`config.mk`:
```
export PLATFORM = sky130hd
export DESIGN_NAME = multi_stack_shared_pool
export DESIGN_NICKNAME = d
export VERILOG_FILES = /design/src/mssp_pkg.sv /design/src/multi_stack_shared_pool.sv
export SDC_FILE = /design/constraint.sdc
export NUM_CORES = 1
export LEC_CHECK = 0
export BUFFER_PORTS_ARGS = -buffer_cell sky130_fd_sc_hd__buf_2
export CAP_MARGIN = 20
export CORE_MARGIN = 10
export CORE_UTILIZATION = 55
export DETAILED_ROUTE_END_ITERATION = 10
export MAX_ROUTING_LAYER = met4
export PLACE_DENSITY = 0.74
export SKIP_CTS_REPAIR_TIMING = 1
export SYNTH_ARGS = -nofsm -noshare
export SYNTH_HDL_FRONTEND = slang
export SYNTH_SLANG_ARGS = --single-unit
```
`constraint.sdc`:
```
create_clock -name clk -period 4.4 [get_ports clk]
set_input_delay 0.66 -clock clk [delete_from_list [all_inputs] [get_ports clk]]
set_output_delay 0.66 -clock clk [all_outputs]
set_load 0.03 [all_outputs]
```
`src/mssp_pkg.sv`:
```
// Shared types and codes for the multi-stack shared-pool block.
// No dependencies; imported by multi_stack_shared_pool and the testbench.
`default_nettype none

package mssp_pkg;

    // Payload widths fixed by the request format
    localparam int DATA_W = 32;
    localparam int SID_W  = 2;

    typedef logic signed [DATA_W-1:0] data_t;
    typedef logic [SID_W-1:0]         sid_t;
    typedef logic [1:0]               status_t;
    typedef logic                     req_t;

    // Request kinds
    localparam req_t REQ_PUSH = 1'b0;
    localparam req_t REQ_POP  = 1'b1;

    // Result status codes
    localparam status_t ST_OK        = 2'd0;
    localparam status_t ST_OVERFLOW  = 2'd1;
    localparam status_t ST_UNDERFLOW = 2'd2;

    // Value returned by a pop from an empty stack
    localparam data_t UNDERFLOW_VALUE = 32'sh7FFF_FFFF;

endpackage

`default_nettype wire

```
`src/multi_stack_shared_pool.sv`:
```
// Several LIFO stacks sharing one linked pool of entries with a free list.
// Depends on mssp_pkg (types, request and status codes).
//
//  channel | signals                              | dir | meaning
//  --------+--------------------------------------+-----+---------------------------
//  in      | in_valid/in_ready, req_type,         | in  | push or pop request
//          | stack_id, push_value                 |     |
//  out     | out_valid/out_ready, pop_value,      | out | one result per request
//          | status                               |     |
//
// A push or an underflowing pop is answered from the execute state; any other pop also
// passes through the pop state, having read the stack head and then the entry it names
// through the one read port of each memory. The next request is taken back in idle.
// Reset is immediate: a fill mark stands for the link chain of never-used entries
// and stack heads carry valid bits, so no clearing pass is needed.
// A waiting result holds in the output register; the next request is taken while
// it waits, and the block holds its final step until the slot frees.
`default_nettype none

module multi_stack_shared_pool #(
    parameter int NUM_STACKS = 4,
    parameter int POOL_DEPTH = 16
) (
    input  wire logic             clk,
    input  wire logic             rst_n,
    input  wire logic             in_valid,
    output logic                  in_ready,
    input  wire mssp_pkg::req_t   req_type,
    input  wire mssp_pkg::sid_t   stack_id,
    input  wire mssp_pkg::data_t  push_value,
    output logic                  out_valid,
    input  wire logic             out_ready,
    output mssp_pkg::data_t       pop_value,
    output mssp_pkg::status_t     status
);

    import mssp_pkg::*;

    // Pool index with room for the null code, plain pool address, stack address
    localparam int IW      = $clog2(POOL_DEPTH + 1);
    localparam int PW      = $clog2(POOL_DEPTH);
    localparam int SW      = (NUM_STACKS > 1) ? $clog2(NUM_STACKS) : 1;
    localparam int PWORD_W = DATA_W + IW;

    localparam logic [IW-1:0] NULL_IDX = IW'(POOL_DEPTH);

    // Sequencer states
    localparam logic [1:0] S_IDLE = 2'd0;
    localparam logic [1:0] S_EXEC = 2'd1;
    localparam logic [1:0] S_POP  = 2'd2;

    // Memories: pool words {value, link} and stack heads
    logic [PWORD_W-1:0] pool_mem [POOL_DEPTH];
    logic [IW-1:0]      head_mem [NUM_STACKS];

    logic [PWORD_W-1:0] pool_rd_reg;
    logic [IW-1:0]      head_rd_reg;

    logic               pool_we;
    logic               pool_re;
    logic [PW-1:0]      pool_waddr;
    logic [PW-1:0]      pool_raddr;
    logic [PWORD_W-1:0] pool_wdata;
    logic               head_we;
    logic               head_re;
    logic [IW-1:0]      head_wdata;

    // Control state
    logic [1:0]            state_reg, state_next;
    logic [IW-1:0]         free_head_reg, free_head_next;
    logic [IW-1:0]         hwm_reg, hwm_next;
    logic [NUM_STACKS-1:0] head_vld_reg, head_vld_next;
    logic                  out_valid_reg, out_valid_next;

    // Request and result payload
    req_t      req_type_reg;
    logic      sid_ok_reg;
    logic [SW-1:0] sid_addr_reg;
    data_t     push_value_reg;
    data_t     pop_value_reg, pop_value_next;
    status_t   status_reg, status_next;

    // Derived signals
    logic [31:0]   sid_wide;
    logic          sid_in_ok;
    logic [SW-1:0] sid_in_addr;
    logic          in_fire;
    logic          out_free;
    logic [PW-1:0] free_addr;
    logic [IW-1:0] head_cur;
    logic          push_ok;
    logic          pop_ok;
    logic          fresh;
    logic [IW-1:0] free_after_push;
    data_t         pool_value;
    logic [IW-1:0] pool_link;

    // Decode the incoming stack id
    assign sid_wide    = 32'(stack_id);
    assign sid_in_ok   = sid_wide < 32'(NUM_STACKS);
    assign sid_in_addr = sid_in_ok ? sid_wide[SW-1:0] : '0;

    assign in_ready = (state_reg == S_IDLE);
    assign in_fire  = in_valid && in_ready;
    assign out_free = !out_valid_reg || out_ready;

    // Current free head as a pool address; null maps to entry zero
    assign free_addr = (free_head_reg < NULL_IDX) ? free_head_reg[PW-1:0] : '0;

    // Stack head of the held request; a never-written head reads as null
    assign head_cur = (sid_ok_reg && head_vld_reg[sid_addr_reg]) ? head_rd_reg : NULL_IDX;

    assign push_ok = sid_ok_reg && (free_head_reg < NULL_IDX);
    assign pop_ok  = head_cur < NULL_IDX;

    // Entries at or past the fill mark were never linked: their link is index + 1
    assign fresh           = (free_head_reg == hwm_reg);
    assign pool_link       = pool_rd_reg[IW-1:0];
    assign pool_value      = pool_rd_reg[PWORD_W-1:IW];
    assign free_after_push = fresh ? (free_head_reg + IW'(1)) : pool_link;

    // Sequence one request through read, modify and write back
    always_comb
    begin
        state_next     = state_reg;
        free_head_next = free_head_reg;
        hwm_next       = hwm_reg;
        head_vld_next  = head_vld_reg;
        out_valid_next = out_valid_reg && !out_ready;
        pop_value_next = pop_value_reg;
        status_next    = status_reg;
        pool_we        = 1'b0;
        pool_re        = 1'b0;
        pool_waddr     = free_addr;
        pool_raddr     = free_addr;
        pool_wdata     = {push_value_reg, head_cur};
        head_we        = 1'b0;
        head_re        = 1'b0;
        head_wdata     = free_head_reg;

        unique case (state_reg)
            S_IDLE:
            begin
                // Read the stack head and the free entry's link together
                if (in_fire)
                begin
                    head_re    = 1'b1;
                    pool_re    = 1'b1;
                    state_next = S_EXEC;
                end
            end
            S_EXEC:
            begin
                if (req_type_reg == REQ_PUSH)
                begin
                    if (out_free)
                    begin
                        out_valid_next = 1'b1;
                        pop_value_next = '0;
                        state_next     = S_IDLE;
                        if (push_ok)
                        begin
                            // Link the free entry on top of the stack
                            pool_we        = 1'b1;
                            pool_waddr     = free_addr;
                            pool_wdata     = {push_value_reg, head_cur};
                            head_we        = 1'b1;
                            head_wdata     = free_head_reg;
                            head_vld_next[sid_addr_reg] = 1'b1;
                            free_head_next = free_after_push;
                            if (fresh)
                            begin
                                hwm_next = hwm_reg + IW'(1);
                            end
                            status_next = ST_OK;
                        end
                        else
                        begin
                            status_next = ST_OVERFLOW;
                        end
                    end
                end
                else if (!pop_ok)
                begin
                    if (out_free)
                    begin
                        out_valid_next = 1'b1;
                        pop_value_next = UNDERFLOW_VALUE;
                        status_next    = ST_UNDERFLOW;
                        state_next     = S_IDLE;
                    end
                end
                else
                begin
                    // Fetch the top entry's value and link
                    pool_re    = 1'b1;
                    pool_raddr = head_cur[PW-1:0];
                    state_next = S_POP;
                end
            end
            S_POP:
            begin
                if (out_free)
                begin
                    // Unlink the top entry and return it to the free list
                    head_we        = 1'b1;
                    head_wdata     = pool_link;
                    pool_we        = 1'b1;
                    pool_waddr     = head_cur[PW-1:0];
                    pool_wdata     = {pool_value, free_head_reg};
                    free_head_next = head_cur;
                    out_valid_next = 1'b1;
                    pop_value_next = pool_value;
                    status_next    = ST_OK;
                    state_next     = S_IDLE;
                end
            end
            default:
            begin
                state_next = S_IDLE;
            end
        endcase
    end

    // Pool memory, one write and one registered read port
    always_ff @(posedge clk)
    begin
        if (pool_we)
        begin
            pool_mem[pool_waddr] <= pool_wdata;
        end
        if (pool_re)
        begin
            pool_rd_reg <= pool_mem[pool_raddr];
        end
    end

    // Stack head memory
    always_ff @(posedge clk)
    begin
        if (head_we)
        begin
            head_mem[sid_addr_reg] <= head_wdata;
        end
        if (head_re)
        begin
            head_rd_reg <= head_mem[sid_in_addr];
        end
    end

    // Control registers
    always_ff @(posedge clk or negedge rst_n)
    begin
        if (!rst_n)
        begin
            state_reg     <= S_IDLE;
            free_head_reg <= '0;
            hwm_reg       <= '0;
            head_vld_reg  <= '0;
            out_valid_reg <= 1'b0;
        end
        else
        begin
            state_reg     <= state_next;
            free_head_reg <= free_head_next;
            hwm_reg       <= hwm_next;
            head_vld_reg  <= head_vld_next;
            out_valid_reg <= out_valid_next;
        end
    end

    // Capture the request and hold the result
    always_ff @(posedge clk)
    begin
        if (in_fire)
        begin
            req_type_reg   <= req_type;
            sid_ok_reg     <= sid_in_ok;
            sid_addr_reg   <= sid_in_addr;
            push_value_reg <= push_value;
        end
        pop_value_reg <= pop_value_next;
        status_reg    <= status_next;
    end

    assign out_valid = out_valid_reg;
    assign pop_value = pop_value_reg;
    assign status    = status_reg;

    // Recycled free entries always lie below the fill mark
    a_free_below_mark: assert property (@(posedge clk) disable iff (!rst_n)
        (free_head_reg != hwm_reg && free_head_reg != NULL_IDX) |-> free_head_reg < hwm_reg)
        else $error("free head past fill mark without being fresh");

    // Fill mark never passes the pool size
    a_mark_range: assert property (@(posedge clk) disable iff (!rst_n)
        hwm_reg <= NULL_IDX && free_head_reg <= NULL_IDX)
        else $error("fill mark or free head out of range");

    // A pool write ends the request and frees the input side
    a_write_ends: assert property (@(posedge clk) disable iff (!rst_n)
        pool_we |=> (state_reg == S_IDLE && out_valid_reg))
        else $error("pool write did not complete the request");

    // Pool read and write never share a cycle
    a_no_rw_overlap: assert property (@(posedge clk) disable iff (!rst_n)
        !(pool_we && pool_re))
        else $error("pool read and write in the same cycle");

endmodule

`default_nettype wire

```
==> impl_metrics.yaml, run 1 <==
sta:
  setup_violations: 0
  period_share: 0.832
  finalHoldViolations: 0
  slew_viol_final: 0
  setup_tns_ps: 0
  setup_ws_ps: 739
  relSlewSlack: 0.247
  finClkSkew_ps: 26.4
  worst_pin_slew_ps: 1130
  grt_setup_unrepaired: "no"
  post-route-min-period_ps: 3660
  fmax_mhz: 273
pwr:
  p_leak_nw: 12.2
  power.density_nw_per_um2: 611
  totalPowerFinal_mw: 21.7
  ir_drop_mv: 0.356
detailed_routing:
  drt_iter0_drc: 2553
  first_pass_iters: 6
  drt_wl_total_um: 79800
  vias: 20100
  vias_per_cell: 6.22
  drtAntennaViolNets: 0
  drc: 0
  wire_per_inst_um: 24.6
synthesis:
  ys_types: 49
  synth_warnings: 0
  syn_nets: 2394
  ys_ff_latch: 740
  ys_seq_area_frac: 0.703
  synth-edff-count: 723
  syn_area_per_cell_um2: 13.4
  syn-cell-area_um2: 31500
  async_flop_share: 0.0230
  ys.flop_type: "edfxtp_1"
  syn-instance-count: 2349
clocking:
  clk_pin_slew_ps: 60
  cts-root-buf: "clkbuf_16"
  clock_latency_ps: 630
  cts_tree: "done"
  cts_buffers: 77
  clockBufferDepth: 3
  cts_num_sinks: 740
  h-tree-depth: 3
die:
  die_height_um: 259
  fp.dieW_um: 259
  rows: 87
  start_util: 0.557
  io_pins: 75
  core-area_um2: 56500
  fp.dieArea_um2: 67200
cells_and_area:
  diodes: 0
  mostFrequentLayoutCell: "edfxtp_1"
  area_growth_pct: 12.9
  final_cell_mix: "723 x edfxtp_1, 532 x nand2_1, 224 x a21oi_1"
  final_nets: 2468
  design_area_um2: 35500
  largest_reg_flops: 592
  num-fill-cells: 3962
  drive_gt1_frac: 0.147
flow_run:
  drv_cap: 0
placed_design:
  port_buffers: 74
  dp_hpwl_um: 44000
  routabilityCongestion: 0.830
  dpl_cell_area_um2: 33000
  dp_slack_ps: 779
global_routing:
  grt_pass1_vias: 20200
  grt_pass1_wl_um: 120000
  grt_antenna_before_repair: 0
  grt_overflow: 0
  grtUsageTotal: 0.241
  grt_max_degree: 139
worst_setup_path:
  start_kind: "flip-flop"
  cp-end-kind: "flip-flop"
  path_max_fanout: 55
  cp.required_ps: 4750
  arrival_ps: 4010
  criticalPathCategory: "flip-flop to flip-flop"
hold_path:
  hold_path.class: "input port to flip-flop"
status:
  status: "finished, final reports clean"
[cell families after synthesis]
kind of cell,synth area share
multiplexers,0.0703
AND/OR/NAND/NOR,0.102
flip-flops,0.703
adder cells (fa/ha/maj),0.00239
XOR/XNOR,0.00306
AO/OA/AOI/OAI,0.0968
buffers and inverters,0.0215
[worst paths after layout]
check,cells past startpoint,to,slack (ps),startpoint
setup reg to reg,7,pool_rd_reg[30],740,sid_addr_reg[0]
hold reg to reg,1,head_vld_reg[1],480,head_vld_reg[1]
hold / removal,1,push_value_reg[2],210,push_value[2]
max in group asynchronous,2,hwm_reg[1],3560,rst_n
setup / recovery,7,pool_rd_reg[30],740,sid_addr_reg[0]
min in group asynchronous,2,hwm_reg[4],530,rst_n
[layout make-up]
cell class / count / area, µm² / area share
clock buffers: 105 / 2170 / 0.0611
clock inverters: 36 / 313 / 0.00881
inverters: 5 / 18.8 / 0.000528
multi-input cells: 1458 / 8880 / 0.250
flip-flops and latches: 740 / 22100 / 0.623
well taps: 756 / 946 / 0.0266
repair buffers: 141 / 1050 / 0.0296
[report_power, final]
part	switching [mW]	total (mW)	internal, mW
logic	4.00	6.02	2.01
registers	0.373	9.30	8.93
clock network	2.63	6.37	3.75
total	7.00	21.7	14.7
[synth_stat cells (5+ instances only)]
cell type	count	area, µm²
ha_1	6	75.1
o21ai_0	128	641
nand2b_1	119	744
edfxtp_1	723	21700
o2111ai_1	37	324
a22o_1	37	324
nand2_1	534	2000
a21oi_1	224	1120
a2111o_1	37	417
mux2i_1	77	771
buf_6	9	101
dfrtp_1	17	425
nor2_1	60	225
xnor2_1	7	61.3
clkbuf_1	107	402
nor2b_1	7	43.8
mux4_2	6	135
nand3_1	12	60.1
mux2_1	37	417
buf_4	6	45.0
buf_1	7	26.3
nor3_1	5	25.0
mux2_2	79	890
inv_1	5	18.8
buf_2	17	85.1
[routing by layer]
layer,up-vias,global-route usage,routed length (µm),share of wire
met5,-,-,0,0
met4,0,0.108,2880,0.036
met3,205,0.0354,6950,0.087
met2,1098,0.387,39000,0.49
met1,10000,0.303,30900,0.39
li1,8826,-,-,-
[stage by stage]
step                std cells   util  hold WS, ps
floorplan                2349      -          364
global placement         3097  0.584          448
detailed placement       3097  0.584          457
CTS                      3238  0.628        -30.3
global route             3241  0.629          205
finish                   3241  0.629          210
[worst max-delay path, cell delays in order, from the launching register on]
cell and delay, ps:
edfxtp_1 450, mux4_2 740, and2_4 370, o21ai_4 400
buf_12 360, mux2_2 390, a22o_1 230, a2111o_1 390
Note: power is estimated with default switching activity, not from simulation.
==> run 2, diff against run 1 <==
clock period = 3.18 ns   (was 4.4 ns; I/O delays follow)
==> run 2 against run 1 <==
Compared with the run above: first-iteration DRC count down 4.3%; sequential power up 38%; critical path type unchanged; final area up 1.4%; fmax up 19%; largest power group unchanged; register-to-register slack worse by 650 ps.
==> impl_metrics.yaml, run 2 (synthesis results as in run 1) <==
status:
  status: "finished, final reports clean"
global_routing:
  grt_pass1_wl_um: 123000
  grt_antenna_before_repair: 0
  grt_max_degree: 112
  grt_overflow: 0
  grtUsageTotal: 0.248
  grt_pass1_vias: 20500
sta:
  worst_hold_slack_ps: 29.0
  finalHoldViolations: 0
  setup_tns_ps: 0
  worst_pin_slew_ps: 1150
  finClkSkew_ps: 25.1
  fmax_mhz: 324
  slew_viol_final: 0
  relSlewSlack: 0.232
  setup_violations: 0
  post-route-min-period_ps: 3090
  grt_setup_unrepaired: "no"
  period_share: 0.971
die:
  die_height_um: 259
  rows: 87
  start_util: 0.557
  fp.dieArea_um2: 67200
  fp.dieW_um: 259
  io_pins: 75
  core-area_um2: 56500
clocking:
  clock_latency_ps: 620
  cts-root-buf: "clkbuf_16"
  cts_num_sinks: 740
  clk_pin_slew_ps: 60
  cts_buffers: 75
  cts_tree: "done"
  h-tree-depth: 3
  clockBufferDepth: 3
detailed_routing:
  drt_wl_total_um: 81500
  vias_per_cell: 6.24
  drc: 0
  wire_per_inst_um: 24.9
  drt_iter0_drc: 2444
  vias: 20400
  drtAntennaViolNets: 0
  first_pass_iters: 6
worst_setup_path:
  start_kind: "flip-flop"
  cp-end-kind: "flip-flop"
  cp.required_ps: 3540
  criticalPathCategory: "flip-flop to flip-flop"
  arrival_ps: 3450
  path_max_fanout: 55
placed_design:
  port_buffers: 74
  dp_hpwl_um: 44200
  routabilityCongestion: 0.808
cells_and_area:
  area_growth_pct: 14.4
  largest_reg_flops: 592
  num-fill-cells: 4003
  final_nets: 2503
  final_cell_mix: "723 x edfxtp_1, 532 x nand2_1, 224 x a21oi_1"
  mostFrequentLayoutCell: "edfxtp_1"
  drive_gt1_frac: 0.160
hold_path:
  hold_path.class: "input port to flip-flop"
pwr:
  p_leak_nw: 12.4
  power.density_nw_per_um2: 837
  ir_drop_mv: 0.608
flow_run:
  drv_cap: 0
==> run 2: changes by cell type in the layout (fill, tap and decap cells not counted), sizes merged <==
cell / delta
clkbuf: -13
buf: +36
clkinvlp: +4
bufinv: +1
inv: +3
diode: +1
==> run 2: where the power goes <==
part           leakage (nW)  total (mW)  internal (mW)  switching [mW]
Clock                  1.15        8.59           4.94            3.66
Sequential             6.78        12.8           12.3           0.421
Combinational          4.44        8.78           3.08            5.70
Total                  12.4        30.1           20.4            9.78
==> run 2: area by class of cell <==
class                           instances  area [µm²]  share of cell area
Antenna cell                            1        2.50           0.0000695
Timing Repair Buffer                  178        1630              0.0454
Clock buffer                           91        1980              0.0550
Multi-Input combinational cell       1458        8880               0.247
Clock inverter                         44         402              0.0112
Tap cell                              756         946              0.0263
Sequential cell                       740       22100               0.615
Inverter                                5        18.8            0.000521
==> run 2: layer usage <==
layer	vias up	track usage	wire length, µm
li1	8895	-	-
met1	10200	0.316	31900
met2	1087	0.395	39400
met3	227	0.0352	6900
met4	0	0.106	3220
met5	-	-	0
==> run 2: critical path, stage by stage (launching register included) <==
cell and delay, ps:
edfxtp_1 400, mux4_2 560, and2_4 200, o21ai_4 240, buf_12 330, mux2_2 400, a22o_1 260, a2111o_1 380
==> run 2: per-stage QoR <==
stage,std cells,total power [mW],setup WS (ps),cell area (µm²),util
final,3273,30.1,92.5,36000,0.637
after global routing,3272,31.3,14.5,36000,0.637
after CTS,3267,30.2,11.5,36000,0.636
after detailed placement,3132,21.6,62.6,33600,0.594
after global placement,3132,21.3,137,33600,0.594
after floorplan,2349,18.4,-605,31500,-
==> run 2: final timing paths <==
path | start | endpoint | slack [ps] | cells past startpoint
max reg2reg | sid_addr_reg[0] | pool_rd_reg[31] | 90 | 7
min in group asynchronous | rst_n | out_valid | 360 | 2
max | sid_addr_reg[0] | pool_rd_reg[31] | 90 | 7
max in group asynchronous | rst_n | free_head_reg[1] | 2480 | 2
min | push_value[10] | push_value_reg[10] | 30 | 1
min reg2reg | head_vld_reg[3] | head_vld_reg[3] | 490 | 1
